## config.mk

```make
export PLATFORM = sky130hd
export DESIGN_NAME = rss_div
export DESIGN_NICKNAME = d
export VERILOG_FILES = /design/src/rtl/rss_pkg.sv /design/src/rtl/rss_div.sv
export SDC_FILE = /design/constraint.sdc
export NUM_CORES = 1
export LEC_CHECK = 0
export BUFFER_PORTS_ARGS = -buffer_cell sky130_fd_sc_hd__buf_4
export CAP_MARGIN = 5
export CORE_ASPECT_RATIO = 1.5
export CORE_MARGIN = 4
export CORE_UTILIZATION = 29
export DETAILED_ROUTE_END_ITERATION = 7
export HOLD_SLACK_MARGIN = 0.03
export MAX_ROUTING_LAYER = met4
export PLACE_DENSITY = 0.58
export SYNTH_ARGS = -nofsm -noshare
export SYNTH_HDL_FRONTEND = slang
export SYNTH_SLANG_ARGS = --single-unit
```

## constraint.sdc

```tcl
create_clock -name clk -period 4.1 [get_ports clk]
set_clock_uncertainty 0.1 [all_clocks]
set_input_delay 0.41 -clock clk [delete_from_list [all_inputs] [get_ports clk]]
set_output_delay 0.41 -clock clk [all_outputs]
set_load 0.005 [all_outputs]
```

## src/rtl/rss_pkg.sv

```systemverilog
package rss_pkg;

    // Datapath widths
    localparam int DATA_W     = 64;
    localparam int OUT_CNT_W  = 32;
    localparam int SD_W       = 48;

    // Sample counter width and standard deviation fraction bits
    localparam int COUNT_BITS = 32;
    localparam int FRAC_BITS  = 16;

    // Square root: root bits and radicand bits (value scaled by 2^(2*FRAC_BITS))
    localparam int ROOT_W     = 32 + FRAC_BITS;
    localparam int RAD_W      = 2 * ROOT_W;

    localparam logic [COUNT_BITS-1:0] COUNT_MAX = '1;

endpackage

```

## src/rtl/rss_div.sv

```systemverilog
// Restoring divider, one quotient bit per cycle.
// quotient = dividend / divisor, divisor must be non-zero.
module rss_div
    import rss_pkg::*;
(
    input  logic                  clk,
    input  logic                  rst_n,
    input  logic                  start,
    input  logic [DATA_W-1:0]     dividend,
    input  logic [COUNT_BITS-1:0] divisor,
    output logic                  done,
    output logic [DATA_W-1:0]     quotient
);

    localparam int STEP_W = $clog2(DATA_W);
    localparam logic [STEP_W-1:0] LAST_STEP = STEP_W'(DATA_W - 1);

    logic                  busy_reg;
    logic                  done_reg;
    logic [STEP_W-1:0]     step_reg;
    logic [DATA_W-1:0]     quo_reg;
    logic [COUNT_BITS-1:0] rem_reg;
    logic [COUNT_BITS-1:0] div_reg;

    logic [COUNT_BITS:0]   rem_shift;
    logic [COUNT_BITS:0]   rem_sub;
    logic                  fits;

    // Shift in next dividend bit, trial subtract
    always_comb
    begin
        rem_shift = {rem_reg, quo_reg[DATA_W-1]};
        fits      = rem_shift >= {1'b0, div_reg};
        rem_sub   = rem_shift - {1'b0, div_reg};
    end

    // Control
    always_ff @(posedge clk or negedge rst_n)
    begin
        if (!rst_n)
        begin
            busy_reg <= 1'b0;
            done_reg <= 1'b0;
            step_reg <= '0;
        end
        else
        begin
            done_reg <= 1'b0;
            if (start)
            begin
                busy_reg <= 1'b1;
                step_reg <= '0;
            end
            else if (busy_reg)
            begin
                step_reg <= step_reg + 1'b1;
                if (step_reg == LAST_STEP)
                begin
                    busy_reg <= 1'b0;
                    done_reg <= 1'b1;
                end
            end
        end
    end

    // Datapath
    always_ff @(posedge clk)
    begin
        if (start)
        begin
            quo_reg <= dividend;
            rem_reg <= '0;
            div_reg <= divisor;
        end
        else if (busy_reg)
        begin
            quo_reg <= {quo_reg[DATA_W-2:0], fits};
            rem_reg <= fits ? rem_sub[COUNT_BITS-1:0] : rem_shift[COUNT_BITS-1:0];
        end
    end

    assign done     = done_reg;
    assign quotient = quo_reg;

endmodule

```

==> metrics.md <==
| Metric | Value |
|---|---|
| Critical R2R Launch | `quotient[63]$_DFFE_PP_` |
| Worst EP required | `4340 ps` |
| Ys async rst share | `0.0588` |
| Number of CTS-inserted buffers | `17` |
| Setup TNS | `0 ps` |
| Post-DP HPWL | `13200 µm` |
| Gr busiest metal | `met2` |
| Met2 Usage GRT | `0.239` |
| Leakage | `0.00397 µW` |
| Clock Pin Slew Worst Setup and Hold Paths | `60 ps` |
| Hold path startpoint | `divisor[17]` |
| Final total power | `5430 µW` |
| # diodes | `0` |
| GRT Total Usage | `0.138` |
| Routed len/inst | `16.4 µm` |
| Worst Hold Depth | `1` |
| Iter 0 DRT Violations | `157` |
| Final Wtd Congestion | `0.871` |
| I/O pin count | `164` |
| Number of synthesized flops with an enable pin | `96` |
| Cell area after synthesis | `7350 µm²` |
| Sink Count | `136` |
| # Max-Cap Violations | `0` |
| Post-Synth XOR/XNOR Area | `0.0369` |
| Headroom to the max-slew limit | `0.442` |
| Power Dens Cells | `570 nW/µm²` |
| Final hold viol count | `0` |
| Final wirelength | `18600 µm` |
| Critical path type | `reg2reg` |
| Tightest Pin Transition | `838 ps` |
| Die width | `138 µm` |
| Main synth FF type | `edfxtp_1` |
| Router iterations before antenna repair | `4` |
| Worst path arrival time | `3410 ps` |
| Hold_ws | `54.3 ps` |
| Die ar. | `28000 µm²` |
| Largest net degree at the start of global routing | `136` |
| Layout Nets | `927` |
| Slowest cell on crit path | `o41ai_4` |
| Post-DRT Antenna Nets | `0` |
| CTS H-Tree Depth | `4` |
| Initial antenna violation count | `0` |
| Vias in the first global route | `5827` |
| GR met3 Demand/Resource | `0.0349` |
| Vias/cell | `4.76` |
| CP Launch Type | `flop` |
| Crit path max fanout | `4` |
| Max Fclk | `316 MHz` |
| CTS tree | `yes` |
| Post-route cell area | `9530 µm²` |
| Status | `completed` |
| Tmin final | `3170 ps` |
| Max reg flops | `64` |
| Die Y-Extent | `203 µm` |
| Endpoint class of the critical path | `flop` |
| Avg Inst Size Synth | `11.5 µm²` |
| Drt drc | `0` |
| Length in cells of the worst reg-to-reg path | `13` |
| VDD IR max | `298 µV` |
| #FFs+latches synth | `136` |
| Post-synthesis cell type count | `63` |
| Warnings, synthesis | `0` |
| # rows | `71` |
| Clock tree buffer depth | `2` |
| GRT met1 Usage | `0.154` |
| Routed via count | `5404` |
| Root Buffer | `clkbuf_16` |
| Register-to-register setup slack | `930 ps` |
| CP max stage delay | `450 ps` |
| PortBufs | `163` |
| Worst min-delay path class | `in2reg` |
| Placed Area | `8850 µm²` |
| Simple-Gate Fraction of Synth Area | `0.0857` |
| Congestion Overflow GR | `0` |
| # Post-CTS Setup Buffers | `0` |
| Post-Syn Nets | `771` |
| Worst R2R End | `rem_reg[30]$_SDFFE_PP0P_` |
| Final period util | `0.772` |
| Clock Latency Late Sink | `430 ps` |
| Final setup fails | `0` |
| Max-slew violation count | `0` |
| Gate count of the mapped netlist | `638` |
| P&R area growth vs syn | `29.6%` |
| Core area | `25100 µm²` |
| Endpoint, Worst Hold | `div_reg[17]$_DFFE_PP_` |
| Area share of fa/ha/maj cells after synthesis | `0.0589` |
| Worst path cell trace | `inv_1 -> ha_1 -> inv_1 -> fa_1 -> nand3_1 -> a21oi_2 -> o41ai_4 -> o31a_2 -> a21oi_2 -> a311oi_1 -> xnor2_1 -> mux2i_1 -> a211oi_1` |
| Post-synthesis mux area share | `0.134` |
| Global-route wire length before repair | `30000 µm` |
| Compound-Gate Fraction of Synth Area | `0.133` |
| Initial core utilization | `0.294` |
| Share of cells above drive strength 1 | `0.354` |
| Largest family of logic cells by synthesized area | `multiplexers` |
| Seq/Total Area, Yosys | `0.506` |
| RSZ-0062 raised after global routing | `no` |
## through the flow
stage | setup WS (ps) | util | std cells
global placement | 1000 | 0.353 | 1101
detailed placement | 940 | 0.353 | 1101
finish | 933 | 0.380 | 1135
CTS | 914 | 0.380 | 1135
global route | 642 | 0.380 | 1135
floorplan | 1290 | - | 638
## per-layer routing
| layer | share of wire | wire (µm) |
|---|---|---|
| met2 | 0.52 | 9680 |
| met4 | 0.020 | 366 |
| met3 | 0.048 | 897 |
| met1 | 0.41 | 7670 |
| met5 | 0 | 0 |
## cell families after synthesis
group                      after synthesis
AOI/OAI and AO/OA                      138
and+or+nand+nor                        137
DFF                                    136
muxes                                   90
buffers and inverters                   72
adders and majority gates               34
xor gates and xnor gates                31
## layout make-up
cell class,instances,area (µm²)
flip-flops and latches,136,3720
inverters,40,150
multi-input cells,430,3300
repair buffers,169,1290
clock inverters,12,198
fillers,2492,15500
clock buffers,20,457
well taps,328,410
## cells in the final DEF (no fill, tap or decap), drive strengths merged, types with 6 or more instances in the layout
cell type	netlist	layout
a21oi	40	40
nand4	10	10
nand2	34	34
nor3	6	6
o21ai	26	26
ha	33	33
a211oi	34	34
clkbuf	14	20
inv	40	40
xor2	15	15
xnor2	16	16
dfxtp	32	32
nor2	60	60
dfrtp	8	8
buf	18	167
edfxtp	96	96
mux2i	24	24
mux2	66	66
## worst max-delay path by stage
stage | start | to | cells after the start
after CTS | div_reg[2]$_DFFE_PP_ | rem_reg[7]$_SDFFE_PP0P_ | 12
final | quotient[63]$_DFFE_PP_ | rem_reg[30]$_SDFFE_PP0P_ | 13
after detailed placement | div_reg[10]$_DFFE_PP_ | rem_reg[1]$_SDFFE_PP0P_ | 11
after global routing | div_reg[17]$_DFFE_PP_ | rem_reg[7]$_SDFFE_PP0P_ | 12
after global placement | quotient[63]$_DFFE_PP_ | rem_reg[30]$_SDFFE_PP0P_ | 13
after floorplan | quotient[63]$_DFFE_PP_ | rem_reg[30]$_SDFFE_PP0P_ | 13
## power breakdown
part	total, µW	switching, µW	internal [µW]
logic	1840	964	873
registers	1860	147	1710
clock network	1730	625	1110
total	5430	1740	3690
## synthesized netlist by cell type (15+ instances only)
library cell | instances | area, µm²
edfxtp_1 | 96 | 2880
mux2_2 | 65 | 732
nor2_1 | 60 | 225
inv_1 | 40 | 150
a21oi_1 | 35 | 175
nand2_1 | 34 | 128
ha_1 | 33 | 413
dfxtp_1 | 32 | 641
a211oi_1 | 27 | 203
mux2i_1 | 24 | 240
o21ai_0 | 21 | 105
xnor2_1 | 16 | 140
xor2_1 | 15 | 131
## worst max-delay path, delay by kind of cell (launching register included)
family	cells	cell delay (ps)
muxes	1	90
DFF	1	380
adders and majority gates	2	580
xor gates and xnor gates	1	160
buffers and inverters	2	140
AOI/OAI and AO/OA	6	1480
and+or+nand+nor	1	140
## timing repair
item	CTS	global route
endpoints found under the hold margin	9	0
resized for setup	0	0
hold buffers	2	0
Power figures use the tool's default switching activity.
