**src/rtl/rss_pkg.sv**
```systemverilog
package rss_pkg;

    // Datapath widths
    localparam int DATA_W     = 64;
    localparam int OUT_CNT_W  = 32;
    localparam int SD_W       = 48;

    // Sample counter width and standard deviation fraction bits
    localparam int COUNT_BITS = 32;
    localparam int FRAC_BITS  = 16;

    // Square root: root bits and radicand bits (value scaled by 2^(2*FRAC_BITS))
    localparam int ROOT_W     = 32 + FRAC_BITS;
    localparam int RAD_W      = 2 * ROOT_W;

    localparam logic [COUNT_BITS-1:0] COUNT_MAX = '1;

endpackage

```
**src/rtl/rss_sqrt.sv**
```systemverilog
// Digit-by-digit integer square root of value * 2^(2*FRAC_BITS),
// one root bit per cycle, rounded down.
module rss_sqrt
    import rss_pkg::*;
(
    input  logic              clk,
    input  logic              rst_n,
    input  logic              start,
    input  logic [DATA_W-1:0] value,
    output logic              done,
    output logic [ROOT_W-1:0] root
);

    localparam int STEP_W = $clog2(ROOT_W);
    localparam logic [STEP_W-1:0] LAST_STEP = STEP_W'(ROOT_W - 1);

    logic              busy_reg;
    logic              done_reg;
    logic [STEP_W-1:0] step_reg;
    logic [RAD_W-1:0]  rad_reg;
    logic [ROOT_W+1:0] rem_reg;
    logic [ROOT_W-1:0] root_reg;

    logic [ROOT_W+1:0] rem_shift;
    logic [ROOT_W+1:0] trial;
    logic              fits;

    // Bring down two radicand bits, try root*4+1
    always_comb
    begin
        rem_shift = {rem_reg[ROOT_W-1:0], rad_reg[RAD_W-1 -: 2]};
        trial     = {1'b0, root_reg[ROOT_W-2:0], 2'b01};
        fits      = rem_shift >= trial;
    end

    // Control
    always_ff @(posedge clk or negedge rst_n)
    begin
        if (!rst_n)
        begin
            busy_reg <= 1'b0;
            done_reg <= 1'b0;
            step_reg <= '0;
        end
        else
        begin
            done_reg <= 1'b0;
            if (start)
            begin
                busy_reg <= 1'b1;
                step_reg <= '0;
            end
            else if (busy_reg)
            begin
                step_reg <= step_reg + 1'b1;
                if (step_reg == LAST_STEP)
                begin
                    busy_reg <= 1'b0;
                    done_reg <= 1'b1;
                end
            end
        end
    end

    // Datapath
    always_ff @(posedge clk)
    begin
        if (start)
        begin
            rad_reg  <= RAD_W'(value) << (2 * FRAC_BITS);
            rem_reg  <= '0;
            root_reg <= '0;
        end
        else if (busy_reg)
        begin
            rad_reg  <= rad_reg << 2;
            rem_reg  <= fits ? (rem_shift - trial) : rem_shift;
            root_reg <= {root_reg[ROOT_W-2:0], fits};
        end
    end

    assign done = done_reg;
    assign root = root_reg;

endmodule

```
**config.mk**
```make
export PLATFORM = sky130hd
export DESIGN_NAME = rss_sqrt
export DESIGN_NICKNAME = d
export VERILOG_FILES = /design/src/rtl/rss_pkg.sv /design/src/rtl/rss_sqrt.sv
export SDC_FILE = /design/constraint.sdc
export NUM_CORES = 1
export LEC_CHECK = 0
export BUFFER_PORTS_ARGS = -buffer_cell sky130_fd_sc_hd__buf_2
export CORE_UTILIZATION = 55
export CTS_CLUSTER_SIZE = 24
export DETAILED_ROUTE_END_ITERATION = 6
export GPL_ROUTABILITY_DRIVEN = 1
export HOLD_SLACK_MARGIN = 0.03
export PLACE_DENSITY_LB_ADDON = 0.2
export SLEW_MARGIN = 20
export SYNTH_ARGS = -nofsm -noshare
export SYNTH_HDL_FRONTEND = slang
export SYNTH_SLANG_ARGS = --single-unit
```
**constraint.sdc**
```tcl
create_clock -name clk -period 4.1 [get_ports clk]
set_input_delay 0.41 -clock clk [delete_from_list [all_inputs] [get_ports clk]]
set_output_delay 0.41 -clock clk [all_outputs]
set_load 0.03 [all_outputs]
```
==> metrics.md, run 1 <==
| Metric | Value |
|---|---|
| PD cells | `737.1 nW/um2` |
| Reg2reg start | `root[13]` |
| Post-DR vias/cell | `5.714` |
| Mean Syn Cell Area | `9.557 um2` |
| I/O Pins | `116` |
| Total power draw | `8.240 mW` |
| Skew-Pair Late Insertion Delay | `0.43 ns` |
| Reg2Reg Setup Slack | `0.68 ns` |
| Fin crit share | `0.8349` |
| Synth unique cells | `64` |
| Critical Path Fanout Max | `30` |
| Multi-input combinational cell area | `5391 um2` |
| Synth top area share | `0.1930` |
| Area Growth Syn to Fin | `12.26%` |
| Worst Path Arrival | `3.75 ns` |
| Static Leak | `5.154 nW` |
| Flop pwr share | `0.260` |
| Routing usage on met3 | `0.05556` |
| Clk pwr share | `0.193` |
| First-pass GRT wire length | `34810 um` |
| N_diodes | `0` |
| Vias in the first global route | `7399` |
| Layout cells sized above 1 | `0.2027` |
| Combinational share of power | `0.546` |
| Post-DRT Antenna Nets | `0` |
| Status | `finished clean` |
| Final Setup Violations | `0` |
| Max FFs per register | `64` |
| Worst-path clk slew | `0.07 ns` |
| Met1 GRT Util | `0.3051` |
| Setup Skew | `0.009022 ns` |
| Routability congestion estimate from global placement | `0.8601` |
| Count leader, synth | `nor2_1` |
| Met2 Use GR | `0.3824` |
| Slew Viols, Final | `0` |
| Initial antenna violation count | `0` |
| CP required | `4.43 ns` |
| Via Count | `7743` |
| DR iter-0 viols | `648` |
| Net Sw Frac | `0.4142` |
| Crit Path Class | `register to register` |
| Worst Hold Depth | `2` |
| DIE WIDTH | `136.6 um` |
| Port Buffers | `115` |
| Maximum clock insertion buffer count | `2` |
| Routed Wire Length | `20940 um` |
| Reg2reg path depth | `13` |
| Fin util | `0.6397` |
| MaxCap Viol Count | `0` |
| Hold/Removal Path Class | `input port to register` |
| Mapped Cells | `1042` |
| WL/cell | `15.45 um` |
| Busiest layer in global routing | `met2` |
| Seq cells post-synth | `168` |
| Post-Syn Nets | `1159` |
| VDD IR max | `0.5840 mV` |
| Synth cell count leaders | `nor2_1, dfxtp_1, mux2i_1, edfxtp_1, mux2_2` |
| Filler cells | `1465` |
| RSZ-0062 raised after global routing | `no` |
| FFs w/ async S/R, synth | `0.04762` |
| Warnings from Yosys | `0` |
| Residual DRC | `0` |
| Crit path launch | `root[13]` |
| Crit end category | `register` |
| Clock Sinks | `168` |
| Slew @ Worst Pin | `1.051 ns` |
| FMAX | `0.2921 GHz` |
| Fin Setup TNS | `0 ns` |
| Overflow after GRT | `0` |
| Reg area | `4048 um2` |
| GRT Total Usage | `0.2339` |
| Netlist Area Pre-Place | `9958 um2` |
| Register area share after synthesis | `0.4061` |
| Relative slew slack | `0.2971` |
| EDFF count, synth | `64` |
| Core area | `17480 um2` |
| CTS tree | `yes` |
| Num rows | `48` |
| Drt first pass iters | `5` |
| CTS root buf | `clkbuf_16` |
| Hold buffer count at cts | `1` |
| Die area | `18650 um2` |
| Reg-to-Reg End | `rem_reg[10]` |
| Die Ht | `136.6 um` |
| Yosys top cell by area | `dfxtp_1` |
| WHS Endpoint | `rad_reg[33]` |
| Crit path launch type | `register` |
| Cell Int Power | `4.827 mW` |
| Nets | `1234` |
| Hpwl dp | `14550 um` |
| CTS Buf Count | `17` |
| Fin. Hold Viols | `0` |
| Period minus WS final | `3.423 ns` |
| Postcts setup bufs | `0` |
| Initial Utilization | `0.5698` |
| Synth area leaders | `dfxtp_1, edfxtp_1, mux2i_1` |
| Hold Path Origin | `value[1]` |
| Synth Flop Type | `dfxtp_1` |
| Largest net degree at the start of global routing | `83` |
| H-Tree Level Count | `4` |
| Post_cts resized | `0` |
| Net load switching power | `3.413 mW` |
[per-stage QoR]
step	setup WS (ns)	cell area [um2]	cells	hold slack (ns)
after floorplan	1.048	9958	1042	0.1144
after global placement	0.7904	10580	1322	0.2630
after detailed placement	0.7352	10580	1322	0.2614
after CTS	0.6806	11180	1355	0.2482
after global routing	0.3873	11180	1355	0.2588
final	0.6770	11180	1355	0.2604
[power by group through the flow]
stage                     Clock [mW]  Combinational, mW  Sequential, mW
after detailed placement           0               4.42            2.18
final                           1.59               4.50            2.14
after floorplan                    0               3.71            2.15
after CTS                       1.62               4.47            2.14
after global placement             0               4.39            2.17
after global routing            1.68               4.96            2.18
[how the worst max path moves through the flow]
| stage | endpoint | slack [ns] | cells past startpoint |
|---|---|---|---|
| global route | rem_reg[32] | 0.39 | 13 |
| CTS | rem_reg[10] | 0.68 | 13 |
| detailed placement | rem_reg[32] | 0.74 | 13 |
| global placement | rem_reg[22] | 0.79 | 11 |
| finish | rem_reg[10] | 0.68 | 13 |
| floorplan | rem_reg[26] | 1.05 | 15 |
[cells by family (layout without fill, tap and decap cells)]
family          Yosys count  in the layout  share of synthesized area
mux                     153            153                     0.1617
fa+ha+maj                50             50                    0.06282
flops                   168            168                     0.4061
simple gates            281            281                     0.1290
xor+xnor                 46             46                    0.04046
compound gates          218            218                     0.1474
buf+inv                 126            214                    0.05252
[layer usage]
layer / vias to the layer above / wire (um)
met5: - / 0
met4: 0 / 289
met3: 26 / 1112
met2: 195 / 9623
met1: 3623 / 9914
li1: 3899 / -
[cells in the final DEF, fill, tap and decap left out, types with 4 or more instances in the layout]
cell type | netlist | routed
a21o_1 | 22 | 22
and2_1 | 6 | 6
o21ai_0 | 33 | 33
nand3_1 | 16 | 16
mux2_2 | 63 | 63
clkinv_4 | 0 | 5
clkbuf_16 | 0 | 17
nand2b_1 | 10 | 10
o21a_1 | 6 | 6
inv_8 | 0 | 4
a211oi_1 | 35 | 35
a21oi_1 | 59 | 59
nor2b_1 | 5 | 5
o211ai_1 | 10 | 10
edfxtp_1 | 64 | 64
mux2i_1 | 90 | 90
nand4_1 | 24 | 24
dfxtp_1 | 96 | 96
xnor2_1 | 25 | 25
buf_2 | 9 | 114
inv_1 | 59 | 58
nor3_1 | 8 | 8
nor4_1 | 5 | 5
nand2_1 | 61 | 61
xor2_1 | 21 | 21
nor2_1 | 126 | 126
and3_1 | 6 | 6
dfrtp_1 | 8 | 7
a211o_1 | 7 | 7
buf_4 | 3 | 7
ha_1 | 50 | 50
o21bai_1 | 6 | 6
a31oi_1 | 5 | 5
[final cells by class]
class,instances,area share
well taps,225,0.02518
multi-input cells,748,0.4823
repair buffers,123,0.05764
clock inverters,14,0.01377
flip-flops and latches,168,0.3621
inverters,59,0.01981
clock buffers,18,0.03928
[critical path: stages (launching register included)]
cell	delay, ns
dfxtp_1	0.38
inv_1	0.06
ha_1	0.41
a21oi_1	0.36
o21ai_0	0.14
a211o_1	0.32
a41oi_1	0.29
nand3_1	0.14
a21oi_2	0.23
a22o_4	0.17
a21boi_4	0.05
buf_4	0.31
mux2i_1	0.17
a211oi_1	0.29
Note: power is estimated with default switching activity, not from simulation.
==> run 2: changes to the inputs <==
--- a/config.mk
+++ b/config.mk
@@ -5,6 +5,7 @@
 export SDC_FILE = /design/constraint.sdc
 export NUM_CORES = 1
 export LEC_CHECK = 0
+export ABC_AREA = 1
 export BUFFER_PORTS_ARGS = -buffer_cell sky130_fd_sc_hd__buf_2
 export CORE_UTILIZATION = 55
 export CTS_CLUSTER_SIZE = 24
==> constraint.sdc (replaced) <==
create_clock -name clk -period 3.5 [get_ports clk]
set_input_delay 0.35 -clock clk [delete_from_list [all_inputs] [get_ports clk]]
set_output_delay 0.35 -clock clk [all_outputs]
set_load 0.03 [all_outputs]
==> metrics.md, run 2 <==
| Metric | Value |
|---|---|
| Post_cts resized | `0 (unchanged)` |
| PD cells | `924.7 nW/um2 (was 737.1 nW/um2)` |
| Synth top area share | `0.2319 (was 0.1930)` |
| Largest net degree at the start of global routing | `86 (was 83)` |
| Initial Utilization | `0.5683 (was 0.5698)` |
| Total power draw | `11.61 mW (was 8.240 mW)` |
| CTS Buf Count | `17 (unchanged)` |
| Netlist Area Pre-Place | `11170 um2 (was 9958 um2)` |
| CTS tree | `yes (unchanged)` |
| Inst Count DP | `2048 (was 1322)` |
| RSZ-0062 raised after global routing | `no (unchanged)` |
| Synth area leaders | `nand2_1, dfxtp_1, edfxtp_1 (was dfxtp_1, edfxtp_1, mux2i_1)` |
| Layout cells sized above 1 | `0.1140 (was 0.2027)` |
| Relative slew slack | `0.3495 (was 0.2971)` |
| Core area | `19650 um2 (was 17480 um2)` |
| Crit path launch type | `register (unchanged)` |
| Worst Path Arrival | `3.24 ns (was 3.75 ns)` |
| WHS | `0.1717 ns (was 0.2604 ns)` |
| Crit Path Class | `register to register (unchanged)` |
| Via Count | `10770 (was 7743)` |
| MaxCap Viol Count | `0 (unchanged)` |
| Combinational share of power | `0.608 (was 0.546)` |
| CP required | `3.89 ns (was 4.43 ns)` |
| VDD IR max | `0.3917 mV (was 0.5840 mV)` |
| Status | `finished clean (unchanged)` |
| Port Buffers | `115 (unchanged)` |
| Die Ht | `144.5 um (was 136.6 um)` |
| Synth unique cells | `38 (was 64)` |
| Max FFs per register | `64 (unchanged)` |
| Mean Syn Cell Area | `6.509 um2 (was 9.557 um2)` |
| Slew @ Worst Pin | `0.9746 ns (was 1.051 ns)` |
| Drt first pass iters | `6 (was 5)` |
| Warnings from Yosys | `0 (unchanged)` |
| Num rows | `51 (was 48)` |
| Hpwl dp | `23180 um (was 14550 um)` |
| Seq cells post-synth | `168 (unchanged)` |
| FMAX | `0.3513 GHz (was 0.2921 GHz)` |
| Flop pwr share | `0.215 (was 0.260)` |
| Hold/Removal Path Class | `input port to register (unchanged)` |
| Crit end category | `register (unchanged)` |
| Count leader, synth | `nand2_1 (was nor2_1)` |
| Synth Flop Type | `dfxtp_1 (unchanged)` |
| Post-Syn Nets | `1833 (was 1159)` |
| Critical Path Fanout Max | `24 (was 30)` |
| Overflow after GRT | `0 (unchanged)` |
| Yosys top cell by area | `nand2_1 (was dfxtp_1)` |
| CTS root buf | `clkbuf_16 (unchanged)` |
| DIE WIDTH | `144.5 um (was 136.6 um)` |
| Maximum clock insertion buffer count | `2 (unchanged)` |
| Setup Skew | `0.01446 ns (was 0.009022 ns)` |
| Die area | `20880 um2 (was 18650 um2)` |
| Static Leak | `6.861 nW (was 5.154 nW)` |
| Vias in the first global route | `9974 (was 7399)` |
| Synth cell count leaders | `nand2_1, inv_1, nor2_1, dfxtp_1, nand3_1 (was nor2_1, dfxtp_1, mux2i_1, edfxtp_1, mux2_2)` |
| N_diodes | `0 (unchanged)` |
| Period minus WS final | `2.847 ns (was 3.423 ns)` |
| Clk pwr share | `0.177 (was 0.193)` |
| Routed Wire Length | `31110 um (was 20940 um)` |
| I/O Pins | `116 (unchanged)` |
| Initial antenna violation count | `0 (unchanged)` |
| Post-DRT Antenna Nets | `0 (unchanged)` |
| Net load switching power | `5.968 mW (was 3.413 mW)` |
| FFs w/ async S/R, synth | `0.04762 (unchanged)` |
| Area Growth Syn to Fin | `12.46% (was 12.26%)` |
| DR iter-0 viols | `798 (was 648)` |
| Cell Int Power | `5.647 mW (was 4.827 mW)` |
| Clock Sinks | `168 (unchanged)` |
| Most frequent cells in the layout | `nand2_1, inv_1, nor2_1 (was nor2_1, buf_2, dfxtp_1)` |
| Net Sw Frac | `0.5138 (was 0.4142)` |
| Mapped Cells | `1716 (was 1042)` |
| WL/cell | `14.95 um (was 15.45 um)` |
| Register area share after synthesis | `0.3620 (was 0.4061)` |
| Most common cell after layout, fill and taps aside | `nand2_1 (was nor2_1)` |
| Fin. Hold Viols | `0 (unchanged)` |
| First-pass GRT wire length | `49650 um (was 34810 um)` |
| Nets | `1920 (was 1234)` |
| Skew-Pair Late Insertion Delay | `0.45 ns (was 0.43 ns)` |
| Fin crit share | `0.8133 (was 0.8349)` |
| EDFF count, synth | `64 (unchanged)` |
| Slew Viols, Final | `0 (unchanged)` |
| Worst-path clk slew | `0.08 ns (was 0.07 ns)` |
| Non-Filler Instances | `2081 (was 1355)` |
| Residual DRC | `0 (unchanged)` |
| Routability congestion estimate from global placement | `1.015 (was 0.8601)` |
| Fin Setup TNS | `0 ns (unchanged)` |
| Post-DR vias/cell | `5.177 (was 5.714)` |
| H-Tree Level Count | `4 (unchanged)` |
| Final Setup Violations | `0 (unchanged)` |
| GRT Total Usage | `0.3089 (was 0.2339)` |
run 2: path summary, 6_finish.rpt:
| path | slack [ns] | cells past startpoint | end | from |
|---|---|---|---|---|
| worst min register to register | 0.48 | 2 | root[47] | root[47] |
| worst max register to register | 0.65 | 11 | rem_reg[4] | root[3] |
| worst min-delay path | 0.17 | 3 | rad_reg[32] | value[0] |
| max in group asynchronous | 3.03 | 2 | busy_reg | rst_n |
| min in group asynchronous | 0.28 | 2 | step_reg[3] | rst_n |
| worst max-delay path | 0.65 | 11 | rem_reg[4] | root[3] |
run 2: metal layers:
metal	routed length, um	vias up	track usage
met5	0	-	0
met4	754	0	0.1053
met3	1512	42	0.04338
met2	14610	325	0.5195
met1	14230	4862	0.4048
li1	-	5545	-
run 2: worst max-delay path, stage by stage, from the launching register on:
cell     delay, ns
dfxtp_1       0.35
inv_1         0.09
ha_1          0.38
nand2_1       0.16
nor4b_1       0.53
nand4_1       0.23
nand3_2       0.27
buf_4         0.36
nand3_1       0.14
nand3_1       0.15
nand2_1       0.07
inv_1         0.06
run 2: layout make-up:
type,instances,area [um2]
fill,1912,7093
sequential,168,4045
inverter,272,1023
clock buffer,17,425.4
timing repair buffer,127,693.2
clock inverter,15,217.7
multi-input combinational,1217,5824
tap,265,331.6
run 2: stage by stage:
step,instance area (um2),setup WS [ns],utilization
after detailed placement,11910,0.6903,0.6059
after global placement,11910,0.7245,0.6059
final,12560,0.6534,0.6391
after floorplan,11170,0.3716,-
after CTS,12560,0.5789,0.6391
after global routing,12560,0.4449,0.6391
run 2: logic make-up after synthesis:
kind of cell	count (synthesis)	synth area share
compound gates	106	0.05556
xor+xnor	23	0.01803
fa+ha+maj	50	0.05601
buf+inv	331	0.1167
flops	168	0.3620
simple gates	1038	0.3916
run 2: timing repair:
action                    in CTS  in global routing
buffers inserted               0                  0
hold buffers                   1                  0
hold endpoints to repair       8                  0
run 2: power by group through the flow:
stage,clock [mW],sequential (mW),combinational [mW]
2_1_floorplan,0,2.50,5.31
3_5_place_dp,0,2.53,6.93
4_1_cts,2.08,2.49,6.98
5_1_grt,2.14,2.53,7.97
6_report,2.05,2.50,7.07
3_3_place_gp,0,2.53,6.89
==> run 3: changes to the inputs <==
--- a/config.mk
+++ b/config.mk
@@ -5,7 +5,7 @@
 export SDC_FILE = /design/constraint.sdc
 export NUM_CORES = 1
 export LEC_CHECK = 0
-export ABC_AREA = 1
+export ABC_AREA = 0
 export BUFFER_PORTS_ARGS = -buffer_cell sky130_fd_sc_hd__buf_2
 export CORE_UTILIZATION = 55
 export CTS_CLUSTER_SIZE = 24
==> constraint.sdc (replaced) <==
create_clock -name clk -period 2.9 [get_ports clk]
set_input_delay 0.29 -clock clk [delete_from_list [all_inputs] [get_ports clk]]
set_output_delay 0.29 -clock clk [all_outputs]
set_load 0.03 [all_outputs]
==> metrics.md, run 3 (synthesis gave the netlist of run 1 again) <==
| Metric | Value |
|---|---|
| Crit path launch type | `register (unchanged)` |
| Via Count | `8504 (was 10770)` |
| Layout cells sized above 1 | `0.3630 (was 0.1140)` |
| Static Leak | `5.934 nW (was 6.861 nW)` |
| Initial Utilization | `0.5698 (was 0.5683)` |
| Largest net degree at the start of global routing | `69 (was 86)` |
| Reg2Reg Setup Slack | `-0.16 ns (was 0.65 ns)` |
| Violated checks | `negative setup slack` |
| MaxCap Viol Count | `0 (unchanged)` |
| Slew @ Worst Pin | `0.8627 ns (was 0.9746 ns)` |
| Post-DRT Antenna Nets | `0 (unchanged)` |
| CTS tree | `yes (unchanged)` |
| First-pass GRT wire length | `39280 um (was 49650 um)` |
| Critical Path Fanout Max | `10 (was 24)` |
| GRT Total Usage | `0.2681 (was 0.3089)` |
| I/O Pins | `116 (unchanged)` |
| DIE WIDTH | `136.6 um (was 144.5 um)` |
| Reg2reg path depth | `15 (was 11)` |
| H-Tree Level Count | `4 (unchanged)` |
| WL/cell | `16.25 um (was 14.95 um)` |
| Clock Sinks | `168 (unchanged)` |
| Area Growth Syn to Fin | `29.17% (was 12.46%)` |
| Worst-path clk slew | `0.07 ns (was 0.08 ns)` |
| Area post-placement | `11660 um2 (was 11910 um2)` |
| Crit Path Class | `register to register (unchanged)` |
| Worst Slack Setup Final | `-0.1633 ns (was 0.6534 ns)` |
| Reg-to-Reg End | `rem_reg[20] (was rem_reg[4])` |
| DR iter-0 viols | `519 (was 798)` |
| Final Setup Violations | `37 (was 0)` |
| Fin crit share | `1.056 (was 0.8133)` |
| Slew Viols, Final | `0 (unchanged)` |
| Most common cell after layout, fill and taps aside | `buf_4 (was nand2_1)` |
| Overflow after GRT | `0 (unchanged)` |
| CTS Buf Count | `17 (unchanged)` |
| Port Buffers | `115 (unchanged)` |
| Reg2reg start | `root[2] (was root[3])` |
| Inst Count DP | `1449 (was 2048)` |
| Max FFs per register | `64 (unchanged)` |
| Status | `finished, violations left (was finished clean)` |
| Final instance area | `12860 um2 (was 12560 um2)` |
| Residual DRC | `0 (unchanged)` |
| CP peak stage delay | `0.37 ns (was 0.53 ns)` |
| Cell Int Power | `8.695 mW (was 5.647 mW)` |
| Critical-path top delay cell | `a311o_1 (was nor4b_1)` |
| Most frequent cells in the layout | `buf_4, nor2_1, buf_2 (was nand2_1, inv_1, nor2_1)` |
| Vias in the first global route | `8322 (was 9974)` |
| Combinational share of power | `0.635 (was 0.608)` |
| Initial antenna violation count | `0 (unchanged)` |
| Die Ht | `136.6 um (was 144.5 um)` |
| Core area | `17480 um2 (was 19650 um2)` |
| Fin Setup TNS | `-1.878 ns (was 0 ns)` |
| Net load switching power | `5.709 mW (was 5.968 mW)` |
| Clk pwr share | `0.153 (was 0.177)` |
| Nets | `1374 (was 1920)` |
| Flop pwr share | `0.212 (was 0.215)` |
| WHS Endpoint | `rad_reg[32] (unchanged)` |
| Post-DR vias/cell | `5.688 (was 5.177)` |
| Net Sw Frac | `0.3964 (was 0.5138)` |
| Setup Skew | `0.01391 ns (was 0.01446 ns)` |
| WHS | `0.1281 ns (was 0.1717 ns)` |
| Routability congestion estimate from global placement | `0.9495 (was 1.015)` |
| Place WS | `-0.1777 ns (was 0.6903 ns)` |
| Skew-Pair Late Insertion Delay | `0.45 ns (about the same)` |
| Hold Path Origin | `value[0] (unchanged)` |
| CP required | `3.16 ns (was 3.89 ns)` |
| Routed Wire Length | `24300 um (was 31110 um)` |
| PD cells | `1120 nW/um2 (was 924.7 nW/um2)` |
| Drt first pass iters | `5 (was 6)` |
| Worst-path cell chain | `inv_2 -> ha_4 -> a21o_1 -> a21oi_2 -> buf_4 -> a21o_1 -> a311o_1 -> nand3_1 -> a21oi_2 -> a22o_4 -> a21boi_4 -> buf_12 -> buf_12 -> mux2i_1 -> a211oi_1 (was inv_1 -> ha_1 -> nand2_1 -> nor4b_1 -> nand4_1 -> nand3_2 -> buf_4 -> nand3_1 -> nand3_1 -> nand2_1 -> inv_1)` |
| Crit end category | `register (unchanged)` |
| Relative slew slack | `0.4249 (was 0.3495)` |
| VDD IR max | `0.6601 mV (was 0.3917 mV)` |
| Hold/Removal Path Class | `input port to register (unchanged)` |
| Die area | `18650 um2 (was 20880 um2)` |
| Maximum clock insertion buffer count | `2 (unchanged)` |
| RSZ-0062 raised after global routing | `yes (was no)` |
| Filler cells | `1285 (was 1912)` |
| Period minus WS final | `3.063 ns (was 2.847 ns)` |
| Worst Path Arrival | `3.33 ns (was 3.24 ns)` |
| N_diodes | `0 (unchanged)` |
| Worst Hold Depth | `2 (was 3)` |
| FMAX | `0.3264 GHz (was 0.3513 GHz)` |
| CTS root buf | `clkbuf_16 (unchanged)` |
| Hpwl dp | `16310 um (was 23180 um)` |
| Fin. Hold Viols | `0 (unchanged)` |
| Non-Filler Instances | `1495 (was 2081)` |
| Num rows | `48 (was 51)` |
## run 3: cell count changes in the layout (fill, tap and decap cells not counted), moves of 28 or more
| cell | delta |
|---|---|
| nand4_1 | -34 |
| mux2i_1 | +81 |
| nand3_1 | -75 |
| dfxtp_1 | -28 |
| buf_4 | +127 |
| mux2_2 | +63 |
| o22ai_1 | -46 |
| a211oi_1 | +32 |
| nand2_1 | -629 |
| inv_1 | -207 |
## run 3: layer usage
layer  up-vias  global-route usage  part of all wire
met5         -                   0                 0
met4         0              0.1074             0.026
met3        50             0.05852             0.054
met2       259              0.4495              0.48
met1      4013              0.3343              0.44
li1       4182                   -                 -
## run 3: how the worst max path moves through the flow
stage / from / endpoint / slack (ns) / cells past startpoint
CTS: root[2] / rem_reg[15] / -0.06 / 15
global route: root[2] / rem_reg[20] / -0.24 / 15
floorplan: root[13] / rem_reg[29] / 0.01 / 15
finish: root[2] / rem_reg[20] / -0.16 / 15
global placement: root[2] / rem_reg[2] / -0.09 / 14
detailed placement: root[2] / rem_reg[2] / -0.18 / 14
## run 3: area by class of cell
type,count,area [um2],share of cell area
timing repair buffer,263,1844,0.1434
clock buffer,18,429.2,0.03336
clock inverter,14,128.9,0.01002
sequential,168,4105,0.3191
multi-input combinational,748,5853,0.4550
inverter,59,221.5,0.01722
tap,225,281.5,0.02189
## run 3: power groups by stage
| stage | clock (mW) | sequential (mW) | combinational, mW |
|---|---|---|---|
| finish | 2.20 | 3.05 | 9.15 |
| global route | 2.32 | 3.08 | 9.85 |
| CTS | 2.23 | 3.03 | 8.51 |
| detailed placement | 0 | 3.05 | 7.48 |
| global placement | 0 | 3.04 | 7.39 |
| floorplan | 0 | 3.03 | 5.28 |
## run 3: worst max-delay path, delay by kind of cell (launching register included)
kind | cells | cell delay, ns
adders and majority gates | 1 | 0.27
DFF | 1 | 0.34
and+or+nand+nor | 1 | 0.11
muxes | 1 | 0.25
buffers and inverters | 4 | 0.50
AOI/OAI and AO/OA | 8 | 1.40
## run 3: through the flow
step                        util  power, mW
final                     0.7360      14.40
after global routing      0.7360      15.26
after CTS                 0.7224      13.77
after detailed placement  0.6670      10.53
after global placement    0.6670      10.43
after floorplan                -      8.309
## run 3: what timing repair did
item | 4_1_cts | 5_1_grt
setup endpoints to repair | 47 | 49
setup buffers | 3 | 8
endpoints found under the hold margin | 8 | 0
resized for setup | 48 | 42
pin swaps | 16 | 30
gates cloned | 3 | 1
hold buffers | 1 | 0
